--- config.mk ---
export PLATFORM = sky130hd
export DESIGN_NAME = led_pulse_word_packer
export DESIGN_NICKNAME = d
export VERILOG_FILES = /design/src/rtl/lpwp_pkg.sv /design/src/rtl/led_pulse_word_packer.sv
export SDC_FILE = /design/constraint.sdc
export NUM_CORES = 1
export LEC_CHECK = 0
export ABC_AREA = 1
export BUFFER_PORTS_ARGS = -buffer_cell sky130_fd_sc_hd__buf_4
export CORE_MARGIN = 2
export CORE_UTILIZATION = 55
export DETAILED_ROUTE_END_ITERATION = 16
export GPL_TIMING_DRIVEN = 0
export PLACE_DENSITY = 0.78
export SETUP_SLACK_MARGIN = 0.05
export SKIP_CTS_REPAIR_TIMING = 1
export SYNTH_ARGS = -nofsm -noshare
export SYNTH_HDL_FRONTEND = slang
export SYNTH_SLANG_ARGS = --single-unit
--- constraint.sdc ---
create_clock -name clk -period 4.1 [get_ports clk]
set_input_delay 0.82 -clock clk [delete_from_list [all_inputs] [get_ports clk]]
set_output_delay 0.82 -clock clk [all_outputs]
set_load 0.03 [all_outputs]
--- src/rtl/lpwp_pkg.sv ---
// types, constants and slot encoding shared by the led pulse word packer
`timescale 1ns / 1ps
`default_nettype none

package lpwp_pkg;

  localparam int WORD_BITS = 32;
  localparam int LED_SLOTS = 72;
  localparam int MAX_WORDS = 5;
  localparam int FILL_W    = $clog2(WORD_BITS);
  localparam int SPAN      = WORD_BITS + LED_SLOTS + WORD_BITS;
  localparam int PTR_W     = $clog2(MAX_WORDS + 1);

  localparam logic [15:0] LIMIT_RESET = 16'd1016;

  typedef logic [WORD_BITS-1:0] word_t;
  typedef logic [LED_SLOTS-1:0] slots_t;

  typedef struct packed {
    word_t data;
    logic  last_word;
    logic  limit_hit;
  } entry_t;

  // green, red, blue, msb first; each bit becomes 1, bit, 0
  function automatic slots_t led_slots(input logic [7:0] g, input logic [7:0] r,
                                       input logic [7:0] b);
    logic [23:0] bits;
    slots_t      s;
    bits = {g, r, b};
    s = '0;
    for (int i = 0; i < 24; i++) begin
      s[3*i +: 3] = {1'b1, bits[i], 1'b0};
    end
    return s;
  endfunction

endpackage

`default_nettype wire

--- src/rtl/led_pulse_word_packer.sv ---
// led pulse word packer: led colours in, packed 32-slot words out
//
//   channel  handshake               payload
//   in       in_valid / in_stall     red, green, blue, last_led
//   out      out_valid / out_stall   word, last_word, limit_hit
//   cfg      cfg_wr_en               cfg_wr_data (word limit)
//
// an item is packed from the input register into a five-entry result
// buffer, which sends one word per cycle while out_stall is low: 2 or 3
// words per item, 4 or 5 on the last led, fewer on the item whose word
// reaches the limit, none for an item dropped after the limit.
// the next item is taken while the buffer drains its last word.
// rst is synchronous and clears the frame state and sets the limit to 1016.
// a stall on out holds the current word and backs up into in_stall.
`timescale 1ns / 1ps
`default_nettype none

module led_pulse_word_packer (
  input  wire logic        clk,
  input  wire logic        rst,
  input  wire logic        cfg_wr_en,
  input  wire logic [15:0] cfg_wr_data,
  input  wire logic        in_valid,
  output logic             in_stall,
  input  wire logic [7:0]  red,
  input  wire logic [7:0]  green,
  input  wire logic [7:0]  blue,
  input  wire logic        last_led,
  output logic             out_valid,
  input  wire logic        out_stall,
  output logic [31:0]      word,
  output logic             last_word,
  output logic             limit_hit
);

  localparam int WB = lpwp_pkg::WORD_BITS;
  localparam int SP = lpwp_pkg::SPAN;
  localparam int PW = lpwp_pkg::PTR_W;
  localparam int FW = lpwp_pkg::FILL_W;
  localparam int NW = lpwp_pkg::MAX_WORDS;

  // configuration and frame state
  logic [15:0]     limit;
  lpwp_pkg::word_t pending;
  logic [FW-1:0]   fill;
  logic [15:0]     words_sent;
  logic            stopped;

  // input register
  logic       ir_valid;
  logic [7:0] ir_red;
  logic [7:0] ir_green;
  logic [7:0] ir_blue;
  logic       ir_last;

  // result buffer
  lpwp_pkg::entry_t entries [NW];
  logic [PW-1:0]    rd_ptr;
  logic [PW-1:0]    left;

  logic out_take;
  logic drain_done;
  logic advance;
  logic in_take;

  // packing logic
  logic [FW+2:0]    total;
  logic             three;
  logic [SP-1:0]    stream;
  lpwp_pkg::word_t  cand [NW];
  logic [NW-1:0]    hit;
  logic [NW-1:0]    fin;
  logic [PW-1:0]    k;
  logic [PW-1:0]    m;
  logic [NW-1:0]    kmask;
  lpwp_pkg::word_t  pending_next;
  logic [FW-1:0]    fill_next;
  logic [FW+2:0]    rem;

  assign out_valid  = (left != '0);
  assign out_take   = out_valid && !out_stall;
  assign drain_done = (left == '0) || ((left == PW'(1)) && out_take);
  assign advance    = ir_valid && drain_done;
  assign in_stall   = ir_valid && !drain_done;
  assign in_take    = in_valid && !in_stall;

  assign word      = entries[rd_ptr].data;
  assign last_word = entries[rd_ptr].last_word;
  assign limit_hit = entries[rd_ptr].limit_hit;

  always_comb begin
    total  = {3'b000, fill} + (FW+3)'(lpwp_pkg::LED_SLOTS);
    three  = total >= (FW+3)'(3 * WB);
    stream = {pending, {(SP-WB){1'b0}}}
           | ({lpwp_pkg::led_slots(ir_green, ir_red, ir_blue),
               {(SP-lpwp_pkg::LED_SLOTS){1'b0}}} >> fill);
    for (int j = 0; j < 4; j++) begin
      cand[j] = stream[SP-1-WB*j -: WB];
    end
    // silence word, and the fourth slot when only two words were full
    cand[4] = '0;
    if (!three) begin
      cand[3] = '0;
    end
    k = three ? PW'(3) : PW'(2);
    if (ir_last) begin
      k = k + PW'(2);
    end
    for (int j = 0; j < NW; j++) begin
      hit[j]   = (words_sent + 16'(j + 1)) >= limit;
      fin[j]   = ir_last && (PW'(j) == k - PW'(1));
      kmask[j] = PW'(j) < k;
    end
    m = k;
    for (int j = NW - 1; j >= 0; j--) begin
      if (kmask[j] && hit[j]) begin
        m = PW'(j + 1);
      end
    end
    if (stopped) begin
      m = '0;
    end
    rem          = total - (three ? (FW+3)'(3 * WB) : (FW+3)'(2 * WB));
    fill_next    = rem[FW-1:0];
    pending_next = three ? cand[3] : cand[2];
  end

  always_ff @(posedge clk) begin
    if (rst) begin
      limit <= lpwp_pkg::LIMIT_RESET;
    end else if (cfg_wr_en) begin
      limit <= cfg_wr_data;
    end
  end

  always_ff @(posedge clk) begin
    if (in_take) begin
      ir_red   <= red;
      ir_green <= green;
      ir_blue  <= blue;
      ir_last  <= last_led;
    end
  end

  always_ff @(posedge clk) begin
    if (rst) begin
      ir_valid <= 1'b0;
    end else if (in_take) begin
      ir_valid <= 1'b1;
    end else if (advance) begin
      ir_valid <= 1'b0;
    end
  end

  always_ff @(posedge clk) begin
    if (rst) begin
      pending    <= '0;
      fill       <= '0;
      words_sent <= '0;
      stopped    <= 1'b0;
    end else if (advance) begin
      if (ir_last) begin
        pending    <= '0;
        fill       <= '0;
        words_sent <= '0;
        stopped    <= 1'b0;
      end else if (!stopped) begin
        pending    <= pending_next;
        fill       <= fill_next;
        words_sent <= words_sent + 16'(m);
        stopped    <= |(hit & kmask);
      end
    end
  end

  always_ff @(posedge clk) begin
    if (advance) begin
      for (int j = 0; j < NW; j++) begin
        entries[j].data      <= cand[j];
        entries[j].last_word <= fin[j] || hit[j];
        entries[j].limit_hit <= hit[j];
      end
    end
  end

  always_ff @(posedge clk) begin
    if (rst) begin
      rd_ptr <= '0;
      left   <= '0;
    end else if (advance) begin
      rd_ptr <= '0;
      left   <= m;
    end else if (out_take) begin
      rd_ptr <= rd_ptr + PW'(1);
      left   <= left - PW'(1);
    end
  end

endmodule

`default_nettype wire

After elaboration in Yosys (flattened, before gate mapping)
Memory sizes are Yosys's and may differ from the RTL's. A register that Yosys moved wholly into a read port is not among the register bits.
Cells that the tools add are included.
{"block": "totals", "register_bits": 102, "mem_bits_rw": 170, "inputBits": 46, "output_inout_bits": 36, "wordCells": 103, "n_memories": 1}
{"block": "op_classes", "n_addsub": 12, "magnitude_cmp": 11, "eq_ne": 6, "shifts": 1, "n_mux": 26, "bitwise_logic": 2, "n_reduce_logical": 32}
{"memory": "entries", "words": 5, "word_bits": 34, "read_ports": 1, "rd_clocked_by_memory_dff": 1, "write_ports": 5, "line": "led_pulse_word_packer.sv:57", "rtl": "lpwp_pkg::entry_t entries [NW];"}
{"op": "OR 136 bit", "n": 1}
{"op": ">> shifter 136 x 5 -> 136 bit", "n": 1}
{"op": "two-way mux 32 bit", "n": 4}
{"op": ">= comparator 16 bit", "n": 5}
{"op": "two-way mux 3 bit", "n": 11}
{"op": "adder 16 x 2 -> 16 bit (second input constant)", "n": 2}
{"op": "adder 16 x 3 -> 16 bit (second input constant)", "n": 2}
{"op": "two-way mux 16 bit", "n": 2}
{"op": "adder 16 x 1 -> 16 bit (second input constant)", "n": 1}
{"op": "adder 16 x 3 -> 16 bit", "n": 1}
{"op": "logical AND 1 bit", "n": 15}
{"op": "two-way mux 5 bit", "n": 2}
{"op": "adder 5 x 7 -> 8 bit (second input constant)", "n": 1}
{"op": ">= comparator 8 x 7 -> 1 bit (second input constant)", "n": 1}
{"op": "two-way mux 1 bit", "n": 7}
{"op": "== test 2 x 3 -> 1 bit (first input constant)", "n": 2}
{"op": "logical NOT 3 bit", "n": 2}
{"op": "logical OR 1 bit", "n": 6}
{"op": "< comparator 1 x 3 -> 1 bit (first input constant)", "n": 2}
{"op": "< comparator 2 x 3 -> 1 bit (first input constant)", "n": 2}
{"op": "subtractor 3 x 1 -> 3 bit (second input constant)", "n": 2}
{"op": "AND 5 bit", "n": 1}
{"op": "OR reduction 5 bit", "n": 1}
{"op": "subtractor 5 bit (second input constant)", "n": 1}
{"op": "12 further kinds", "n": 15}

Depth between registers and ports, before layout
Gate-level depths: netlist (run 1).
{"block": "logic_depth", "depth_word": 16, "mapped_depth": 30, "depth_no_buf": 29}

Worst setup path after synthesis (run 1)
No wires, ideal clock.
{"block": "synth_path", "path_kind": "reg-to-reg", "startpoint": "reg words_sent[2]", "endpoint": "reg words_sent[13]", "setup_ns": 0.119, "t_arrival_ns": 3.750, "t_required_ns": 3.981, "setup_slack_ns": 0.231, "stages_incl_launch_ff": 25, "n_path_buf": 0, "period_less_slack_ns": 3.869, "cell_sequence": "dfxtp_1 > ha_1 > inv_1 > nor2_2 > inv_2 > nor2_1 > inv_1 > nor2_1 > xor2_1 > o21ai_1 > inv_1 > ha_1 > nand2_1 > nor4_1 > nand2_1 > nand3_1 > nor3_1 > nor3_1 > ha_1 > a31oi_1 > nor2_4 > nand2_1 > nor2_1 > o21ai_0 > a21oi_1"}
{"block": "synth_between", "word_cells_on_any_way": 24, "classes_between": "add/sub: 6; order compare: 5; mux: 8; reduce/logical: 5"}
{"element": "start, declared", "line": "led_pulse_word_packer.sv:46", "rtl": "logic [15:0] words_sent;"}
{"element": "start signal, assigned", "line": "led_pulse_word_packer.sv:170", "rtl": "words_sent <= words_sent + 16'(m);"}
{"element": "adder 16 x 2 -> 16 bit", "line": "led_pulse_word_packer.sv:110", "rtl": "hit[j] = (words_sent + 16'(j + 1)) >= limit;"}
{"element": ">= comparator 16 bit", "line": "led_pulse_word_packer.sv:110"}
{"element": "named net hit[1]", "line": "led_pulse_word_packer.sv:71", "rtl": "logic [NW-1:0] hit;"}
{"element": "logical AND 1 bit", "line": "led_pulse_word_packer.sv:116", "rtl": "if (kmask[j] && hit[j]) begin"}
{"element": "two-way mux 3 bit (2 in a row)", "line": "led_pulse_word_packer.sv:116"}
{"element": "two-way mux 3 bit", "line": "led_pulse_word_packer.sv:120", "rtl": "if (stopped) begin"}
{"element": "adder 16 x 3 -> 16 bit", "line": "led_pulse_word_packer.sv:170"}
{"element": "two-way mux 16 bit", "line": "led_pulse_word_packer.sv:167", "rtl": "end else if (!stopped) begin"}
{"element": "two-way mux 16 bit", "line": "led_pulse_word_packer.sv:162", "rtl": "if (ir_last) begin"}
The timed path passes the listed nets, and every way through them passes these cells. The select of a mux whose other input is x is not followed.
A chain may end at the register's enable or synchronous reset.

Worst setup path in the final report (run 1)
{"block": "layout_path", "startpoint": "reg words_sent[12]", "endpoint": "reg words_sent[8]"}
{"block": "layout_between", "word_cells_on_any_way": 24, "classes_between": "add/sub: 6; order compare: 5; mux: 8; reduce/logical: 5"}
{"element": "adder 16 x 1 -> 16 bit", "line": "led_pulse_word_packer.sv:110"}
{"element": ">= comparator 16 bit", "line": "led_pulse_word_packer.sv:110"}
{"element": "named net hit[0]", "line": "led_pulse_word_packer.sv:71"}
{"element": "logical AND 1 bit", "line": "led_pulse_word_packer.sv:116"}
{"element": "two-way mux 3 bit", "line": "led_pulse_word_packer.sv:116"}
{"element": "two-way mux 3 bit", "line": "led_pulse_word_packer.sv:120"}
{"element": "adder 16 x 3 -> 16 bit", "line": "led_pulse_word_packer.sv:170"}
{"element": "two-way mux 16 bit", "line": "led_pulse_word_packer.sv:167"}
{"element": "two-way mux 16 bit", "line": "led_pulse_word_packer.sv:162"}
The timed path passes the listed nets, and every way through them passes these cells. The select of a mux whose other input is x is not followed.

==> results of run 1 <==
per-stage QoR:
stage | worst slack [ns] | instance area, um2 | cells | TNS, ns
after floorplan | 0.231 | 11700 | 1355 | 0
after global placement | -1.28 | 12700 | 1710 | -23.38
after detailed placement | -1.38 | 12700 | 1711 | -17.20
after CTS | -1.39 | 13400 | 1752 | -17.68
after global routing | -0.349 | 14500 | 1802 | -2.97
final | -0.115 | 14500 | 1802 | -0.452
report_power, final:
group | leakage [nW] | internal, mW | switching (mW) | total [mW]
clock network | 0.347 | 1.13 | 0.836 | 1.97
logic | 4.21 | 0.690 | 1.53 | 2.22
registers | 1.86 | 2.71 | 0.140 | 2.85
total | 6.41 | 4.53 | 2.51 | 7.04
final timing paths:
path / start / endpoint / slack [ns] / cells after the start
max: words_sent[12] / words_sent[8] / -0.11 / 26
min: pending[3] / pending[3] / 0.45 / 2
max reg2reg: words_sent[12] / words_sent[8] / -0.11 / 26
min reg2reg: pending[3] / pending[3] / 0.45 / 2
kinds of logic (layout without fill, tap and decap cells):
family / Yosys count / after routing / share of synthesized area
flops: 212 / 212 / 0.478
xor+xnor: 61 / 61 / 0.0456
other cells: 1 / 7 / 0.000320
simple gates: 500 / 500 / 0.173
fa+ha+maj: 93 / 93 / 0.100
compound gates: 292 / 292 / 0.137
buf+inv: 190 / 362 / 0.0658
registers in the layout, indices dropped and copies added, names as in the netlist, 2 cells and up, named ones only:
name        flops
entries       110
pending        32
limit          16
words_sent     16
ir_blue         8
ir_green        8
ir_red          8
left            3
rd_ptr          3
fill            2
layout make-up:
class / instances / share of cell area
multi-input combinational: 953 / 0.411
sequential: 212 / 0.388
timing repair buffer: 132 / 0.0708
clock buffer: 29 / 0.0427
inverter: 129 / 0.0347
tap: 275 / 0.0238
buffer: 60 / 0.0215
clock inverter: 12 / 0.00666
placed cells by master, fill, tap and decap left out, drive strengths merged, types with 2 or more instances in the layout:
cell type / n
clkbuf: 69
a21oi: 133
o21ai: 103
conb: 7
nand2: 240
nor3: 17
inv: 126
clkinv: 9
nand3: 29
a211oi: 4
or2: 8
a221oi: 2
ha: 92
edfxtp: 135
xor2: 56
o21a: 5
buf: 152
a22oi: 19
o21bai: 16
clkinvlp: 5
xnor2: 5
nand4: 6
dfxtp: 77
nor4: 4
nor2: 196
a31oi: 6
worst max-delay path: cells and delay by family, from the launching register on:
kind | cells | cell delay (ns)
buffers and inverters | 6 | 0.57
xor gates and xnor gates | 2 | 0.31
adders and majority gates | 3 | 0.70
AOI/OAI and AO/OA | 3 | 0.53
and+or+nand+nor | 12 | 1.65
DFF | 1 | 0.30
metal layers:
layer	up-vias	wire, um	part of all wire
li1	4846	-	-
met1	4731	13800	0.38
met2	514	17400	0.48
met3	140	2420	0.067
met4	0	2470	0.068
met5	-	0	0
==> impl_metrics.toml, run 1 <==
[timing]
finalCritPeriodShare = 1.03
final.setup_skew_ns = 0.0203
holdWs_ns = 0.455
fin_crit_ns = 4.21
hold_viol = 0
rsz0062_at_grt = "true"
slew_violations = 0
setup_viol = 9
worstMarginPinSlew_ns = 1.24
slew_headroom = 0.174
worst_slack_ns = -0.115
fmaxAchievable_ghz = 0.237

[power]
leakage_nw = 6.41
p_per_area_nw_per_um2 = 487
vdd_drop_max_uv = 359
total_power_mw = 7.04

[synth]
syn-instance-count = 1349
avgSynthCellArea_um2 = 8.68
ys_types = 44
yosys_warnings = 0
synth_area_leader_cell = "edfxtp_1"
synth_commonest_cells = "nand2_1 (238), nor2_1 (194), edfxtp_1 (135)"
synth_area_leaders = "edfxtp_1 (35%), dfxtp_1 (13%), ha_1 (9.8%), nand2_1 (7.6%), nor2_1 (6.2%)"
ys_seq_area_frac = 0.478
yosysTopAreaCellShare = 0.346
ys_ff_latch = 212
synth_area_um2 = 11700
synth-async-reset-ratio = 0
synth_ff_type = "edfxtp_1"
synth_edf_count = 135
synth.most_common_cell = "nand2_1"

[routing]
vias = 10200
via_per_inst = 5.68
drc = 0
dr.pass1.iters = 6
finalWirelength_mm = 36.0
wire_per_inst_um = 20.0
drt_iter0_drc = 816
drtAntennaViolNets = 0

[worst_setup_path]
critical_path.max_stage_delay_ns = 0.30
critical_path_required_ns = 4.47
arrival_ns = 4.58
end_kind = "flip-flop"
crit_slowest_cell = "dfxtp_1"
startpoint_type = "flip-flop"
cpMostUsedCell = "inv_2"
path_max_fanout = 6
worstSetupPathType = "flip-flop to flip-flop"

[grt]
use_met1 = 0.381
grt_pass1_vias = 9327
grt_max_degree = 80
antenna_found_initial = 0
gr-total-overflow = 0
grt_pass1_wl_mm = 51.8
grtUsageMet3 = 0.0354
grt-busiest-layer = "met2"
grt_use_total = 0.308
gr-usage-met2 = 0.526

[final_layout]
num_antenna_cells = 0
multiInputGateArea_um2 = 5950
layout-drive-gt1-share = 0.207
seq_area_um2 = 5620
final_util = 0.690
nets = 1650
area_growth_pct = 23.6
fill_cells = 1659

[die]
die_w_um = 150
rows = 53
die_area_um2 = 22500
die_h_um = 150
core_um2 = 21000
start_util = 0.559
ios = 82

[cts]
cts_buffer_depth = 3
numCtsBuffers = 23
cts_tree = "built"
path_clk_slew_ns = 0.06
clock_latency_ns = 0.51
cts.sinks = 212
ctsHtreeMaxLevel = 1
clockRootBuffer = "clkbuf_16"

[placed_design]
gp_congestion = 0.984
io_buffers = 80
dp_hpwl_mm = 26.2

[run]
drv_cap = 0

[min_path]
hold_path_class = "flip-flop to flip-flop"

[status]
violations = "setup timing"
status = "complete, but fails checks"
No activity file was read; power rests on OpenSTA's default activity.
==> run 2, diff against run 1 <==
CORE_MARGIN = 1   (was 2)
==> run 2 against run 1 <==
  * The flow still finishes with violations (setup timing)
  * Die area down 2.7%
  * Fmax down 1.2%
  * Sequential power about the same
  * First-iteration DRC count down 6.3%
  * Via count unchanged
  * Non-clock buffer count down 6
  * Combinational power about the same
  * Worst setup slack worse by 0.051 ns
==> impl_metrics.toml, run 2 (synthesis results as in run 1) <==
[placed_design]
gp_congestion = 0.998
postPlaceCellArea_um2 = 12700
io_buffers = 80
dp_hpwl_mm = 26.3

[worst_setup_path]
path_max_fanout = 6
crit_slowest_cell = "dfxtp_4"
arrival_ns = 4.65
reg2reg_depth = 25
critical_path.max_stage_delay_ns = 0.39
crit_family = "simple AND/OR/NAND/NOR gates"
startpoint_type = "flip-flop"
cpMostUsedCell = "nand2_1"
startpoint = "words_sent[0]"
path_buf_inv = 3
r2r-end = "words_sent[8]"
end_kind = "flip-flop"
regToRegStartpoint = "words_sent[0]"
r2r_slack_ns = -0.17
critical_path_required_ns = 4.49
worstSetupPathType = "flip-flop to flip-flop"

[routing]
drtAntennaViolNets = 0
wire_per_inst_um = 20.0
dr.pass1.iters = 6
via_per_inst = 5.70
vias = 10200
finalWirelength_mm = 35.9
drc = 0
drt_iter0_drc = 765

[die]
die_w_um = 148
core_um2 = 21000
ios = 82
die_h_um = 148
start_util = 0.559
rows = 53
die_area_um2 = 21900

[grt]
grt_pass1_wl_mm = 52.1
gr-total-overflow = 0
grt_pass1_vias = 9314
grt_max_degree = 80
grt_use_total = 0.319
antenna_found_initial = 1

[power]
internal_power_mw = 4.57
combPwrFrac = 0.314
p_sw_mw = 2.52
vdd_drop_max_uv = 311
swShare = 0.356
leakage_nw = 6.42
p_per_area_nw_per_um2 = 494
pwr-share-seq = 0.401
p_clk_frac = 0.285
total_power_mw = 7.09

[timing]
finalCritPeriodShare = 1.04
rsz0062_at_grt = "true"
slew_headroom = 0.148
hold_viol = 0
slew_violations = 0
worst_slack_ns = -0.166
final.setup_skew_ns = 0.00984
holdWs_ns = 0.466
fin_crit_ns = 4.27
worstMarginPinSlew_ns = 1.28
setup_viol = 8
fmaxAchievable_ghz = 0.234

[min_path]
hold_path_class = "flip-flop to flip-flop"
whs_path_depth = 2
min_to = "pending[6]"
hp-start = "pending[6]"

[cts]
ctsHtreeMaxLevel = 1
path_clk_slew_ns = 0.06
clockRootBuffer = "clkbuf_16"
numCtsBuffers = 23
clock_latency_ns = 0.52
cts_tree = "built"
cts.sinks = 212
cts_buffer_depth = 3

[status]
violations = "setup timing"
status = "complete, but fails checks"

[final_layout]
layout-drive-gt1-share = 0.193
final_common_cell = "nand2_1"
final_cell_mix = "nand2_1 (221), nor2_1 (177), edfxtp_1 (135), buf_4 (127), a21oi_1 (125)"
num_antenna_cells = 0
seq_area_um2 = 5620
reg_top3 = "entries x110, pending x32"
area_growth_pct = 22.6
nets = 1644
largest_register_ffs = 110
regMostFlops = "entries"
fin_area_um2 = 14400
fill_cells = 1666
multiInputGateArea_um2 = 5880

[run]
drv_cap = 0
## run 2: worst max path at each step
| stage | slack [ns] | end | cells after the start |
|---|---|---|---|
| after floorplan | 0.23 | words_sent[13] | 24 |
| after global placement | -1.35 | words_sent[12] | 27 |
| after detailed placement | -1.42 | words_sent[12] | 27 |
| after CTS | -1.43 | words_sent[12] | 27 |
| after global routing | -0.32 | words_sent[12] | 27 |
| final | -0.17 | words_sent[8] | 25 |
## run 2: final cells by class
| class | instances | area share |
|---|---|---|
| flip-flops and latches | 212 | 0.391 |
| inverters | 129 | 0.0350 |
| clock inverters | 11 | 0.00828 |
| clock buffers | 29 | 0.0424 |
| well taps | 275 | 0.0240 |
| multi-input cells | 953 | 0.410 |
| repair buffers | 126 | 0.0678 |
| plain buffers | 60 | 0.0216 |
## run 2: worst min-delay path, delay by kind of cell (launching register included)
kind,cells,cell delay (ns)
flip-flops,1,0.31
AND/OR/NAND/NOR,1,0.08
buffers and inverters,1,0.04
## run 2: power by group through the flow
| stage | logic (mW) | clock network [mW] | registers (mW) |
|---|---|---|---|
| after CTS | 2.14 | 2.03 | 2.84 |
| after global routing | 2.40 | 2.12 | 2.87 |
| after detailed placement | 2.13 | 0 | 2.88 |
| after floorplan | 1.36 | 0 | 2.84 |
| final | 2.23 | 2.02 | 2.84 |
| after global placement | 2.06 | 0 | 2.89 |
## run 2: stage by stage
| step | TNS [ns] | utilization | cells | setup slack [ns] |
|---|---|---|---|---|
| final | -0.900 | 0.685 | 1795 | -0.166 |
| after global routing | -3.54 | 0.685 | 1795 | -0.321 |
| after CTS | -17.73 | 0.641 | 1751 | -1.43 |
| after detailed placement | -17.53 | 0.606 | 1711 | -1.42 |
| after global placement | -25.40 | 0.605 | 1710 | -1.35 |
| after floorplan | 0 | - | 1355 | 0.231 |
## run 2: layer usage
layer	GRT usage	up-vias	routed length [um]
met1	0.399	4802	14000
met4	0.168	0	2230
met5	0	-	0
met2	0.545	467	17500
met3	0.0327	130	2200
li1	-	4832	-
==> run 3, diff against run 2 <==
SKIP_CTS_REPAIR_TIMING = default   (was 1)
==> run 3 against run 2 <==
  * The run still ends with setup timing left
  * Clock skew increased by 0.0031 ns
  * Register-to-register slack worse by 0.06 ns
  * Hold slack better by 0.0032 ns
  * Non-clock buffer count up 38
  * Worst setup slack got worse by 0.064 ns
  * Final area rose by 3.4%
  * Sequential power barely moved
  * Combinational power barely moved
  * Clock power about the same
  * Sequential cell count is the same
  * Utilization up 2.3 points
  * Critical endpoint is now words_sent[14]
  * Largest cell class unchanged
  * Largest power group unchanged
==> impl_metrics.toml, run 3 (synthesis results as in run 1) <==
[die]
ios = 82
start_util = 0.559
die_area_um2 = 21900
core_um2 = 21000
rows = 53
die_h_um = 148
die_w_um = 148

[worst_setup_path]
worstSetupPathType = "flip-flop to flip-flop"
startpoint_type = "flip-flop"
cpMostUsedCell = "inv_2"
startpoint = "words_sent[9]"
end_kind = "flip-flop"
crit_slowest_cell = "dfxtp_1"
critical_path.max_stage_delay_ns = 0.35
arrival_ns = 4.78
regToRegStartpoint = "words_sent[9]"
path_max_fanout = 4
critical_path_required_ns = 4.55

[routing]
drt_iter0_drc = 815
drc = 0
finalWirelength_mm = 37.8
dr.pass1.iters = 6
via_per_inst = 5.78
drtAntennaViolNets = 0
vias = 10600
wire_per_inst_um = 20.6

[power]
leakage_nw = 6.61
total_power_mw = 7.13
p_per_area_nw_per_um2 = 480
vdd_drop_max_uv = 398

[timing]
slew_headroom = 0.142
final.setup_skew_ns = 0.0129
setup_viol = 14
fin_crit_ns = 4.33
worstMarginPinSlew_ns = 1.29
fmaxAchievable_ghz = 0.231
slew_violations = 0
rsz0062_at_grt = "true"
final.setup.tns_ns = -1.73
hold_viol = 0
worst_slack_ns = -0.230
finalCritPeriodShare = 1.06
holdWs_ns = 0.469

[final_layout]
area_growth_pct = 26.8
final_common_cell = "nand2_1"
layout-drive-gt1-share = 0.227
final_cell_mix = "nand2_1 (213), nor2_1 (175), buf_4 (162), edfxtp_1 (135), a21oi_1 (124)"
largest_register_ffs = 110
stdcell_count = 1833
reg_top3 = "entries x110, pending x32"
num_antenna_cells = 0
nets = 1682
regMostFlops = "entries"

[grt]
grt_pass1_wl_mm = 55.7
antenna_found_initial = 1
gr-total-overflow = 0
grt_max_degree = 80
grt_pass1_vias = 10000
grt_use_total = 0.340

[cts]
numCtsBuffers = 23
cts.sinks = 212
clock_latency_ns = 0.52
path_clk_slew_ns = 0.06
cts_tree = "built"
clockRootBuffer = "clkbuf_16"
cts_buffer_depth = 3
ctsHtreeMaxLevel = 1

[placed_design]
gp_congestion = 0.998
pre_cts_slack_ns = -1.42
dp_hpwl_mm = 26.3
io_buffers = 80
place_inst = 1711

[min_path]
hold_path_class = "flip-flop to flip-flop"
hp-start = "pending[13]"

[run]
drv_cap = 0

[status]
violations = "setup timing"
status = "complete, but fails checks"
run 3: worst max-delay path: cells and delay by family, from the launching register on:
family,cells,cell delay (ns)
AO/OA/AOI/OAI,5,0.67
XOR/XNOR,1,0.19
adder cells (fa/ha/maj),3,0.73
buffers and inverters,8,0.67
flip-flops,1,0.35
AND/OR/NAND/NOR,12,1.63
run 3: path summary, 6_finish.rpt:
kind / end / slack, ns / depth (start not counted)
setup / recovery: words_sent[14] / -0.23 / 29
hold / removal: pending[13] / 0.47 / 2
hold reg to reg: pending[13] / 0.47 / 2
setup reg to reg: words_sent[14] / -0.23 / 29
run 3: final cells by class:
class                   count  area [um2]
clock buffers              29         608
repair buffers            164        1270
clock inverters            11         119
inverters                 129         498
flip-flops and latches    212        5620
well taps                 275         344
multi-input cells         953        6060
plain buffers              60         324
fillers                  1575        6110
run 3: per-layer routing:
| metal | track usage | part of all wire |
|---|---|---|
| met5 | 0 | 0 |
| met4 | 0.224 | 0.077 |
| met3 | 0.0392 | 0.062 |
| met2 | 0.575 | 0.48 |
| met1 | 0.413 | 0.38 |
run 3: where the power goes:
part / internal [mW] / switching (mW) / leakage (nW) / total, mW
logic: 0.696 / 1.56 / 4.40 / 2.26
clock network: 1.18 / 0.844 / 0.351 / 2.02
registers: 2.71 / 0.136 / 1.85 / 2.84
total: 4.58 / 2.54 / 6.61 / 7.13
run 3: timing repair:
item                                    CTS  global route
gates resized for setup                 122            69
pin swaps                                40            44
gates cloned                              0             0
endpoints found under the hold margin     0             0
buffers inserted                         62            22
endpoints found under the setup margin   18            15
hold buffers                              0             0
run 3: per-stage QoR:
step	util	instance area, um2
5_1_grt	0.709	14800
6_report	0.709	14800
4_1_cts	0.686	14400
3_5_place_dp	0.606	12700
3_3_place_gp	0.605	12700
2_1_floorplan	-	11700
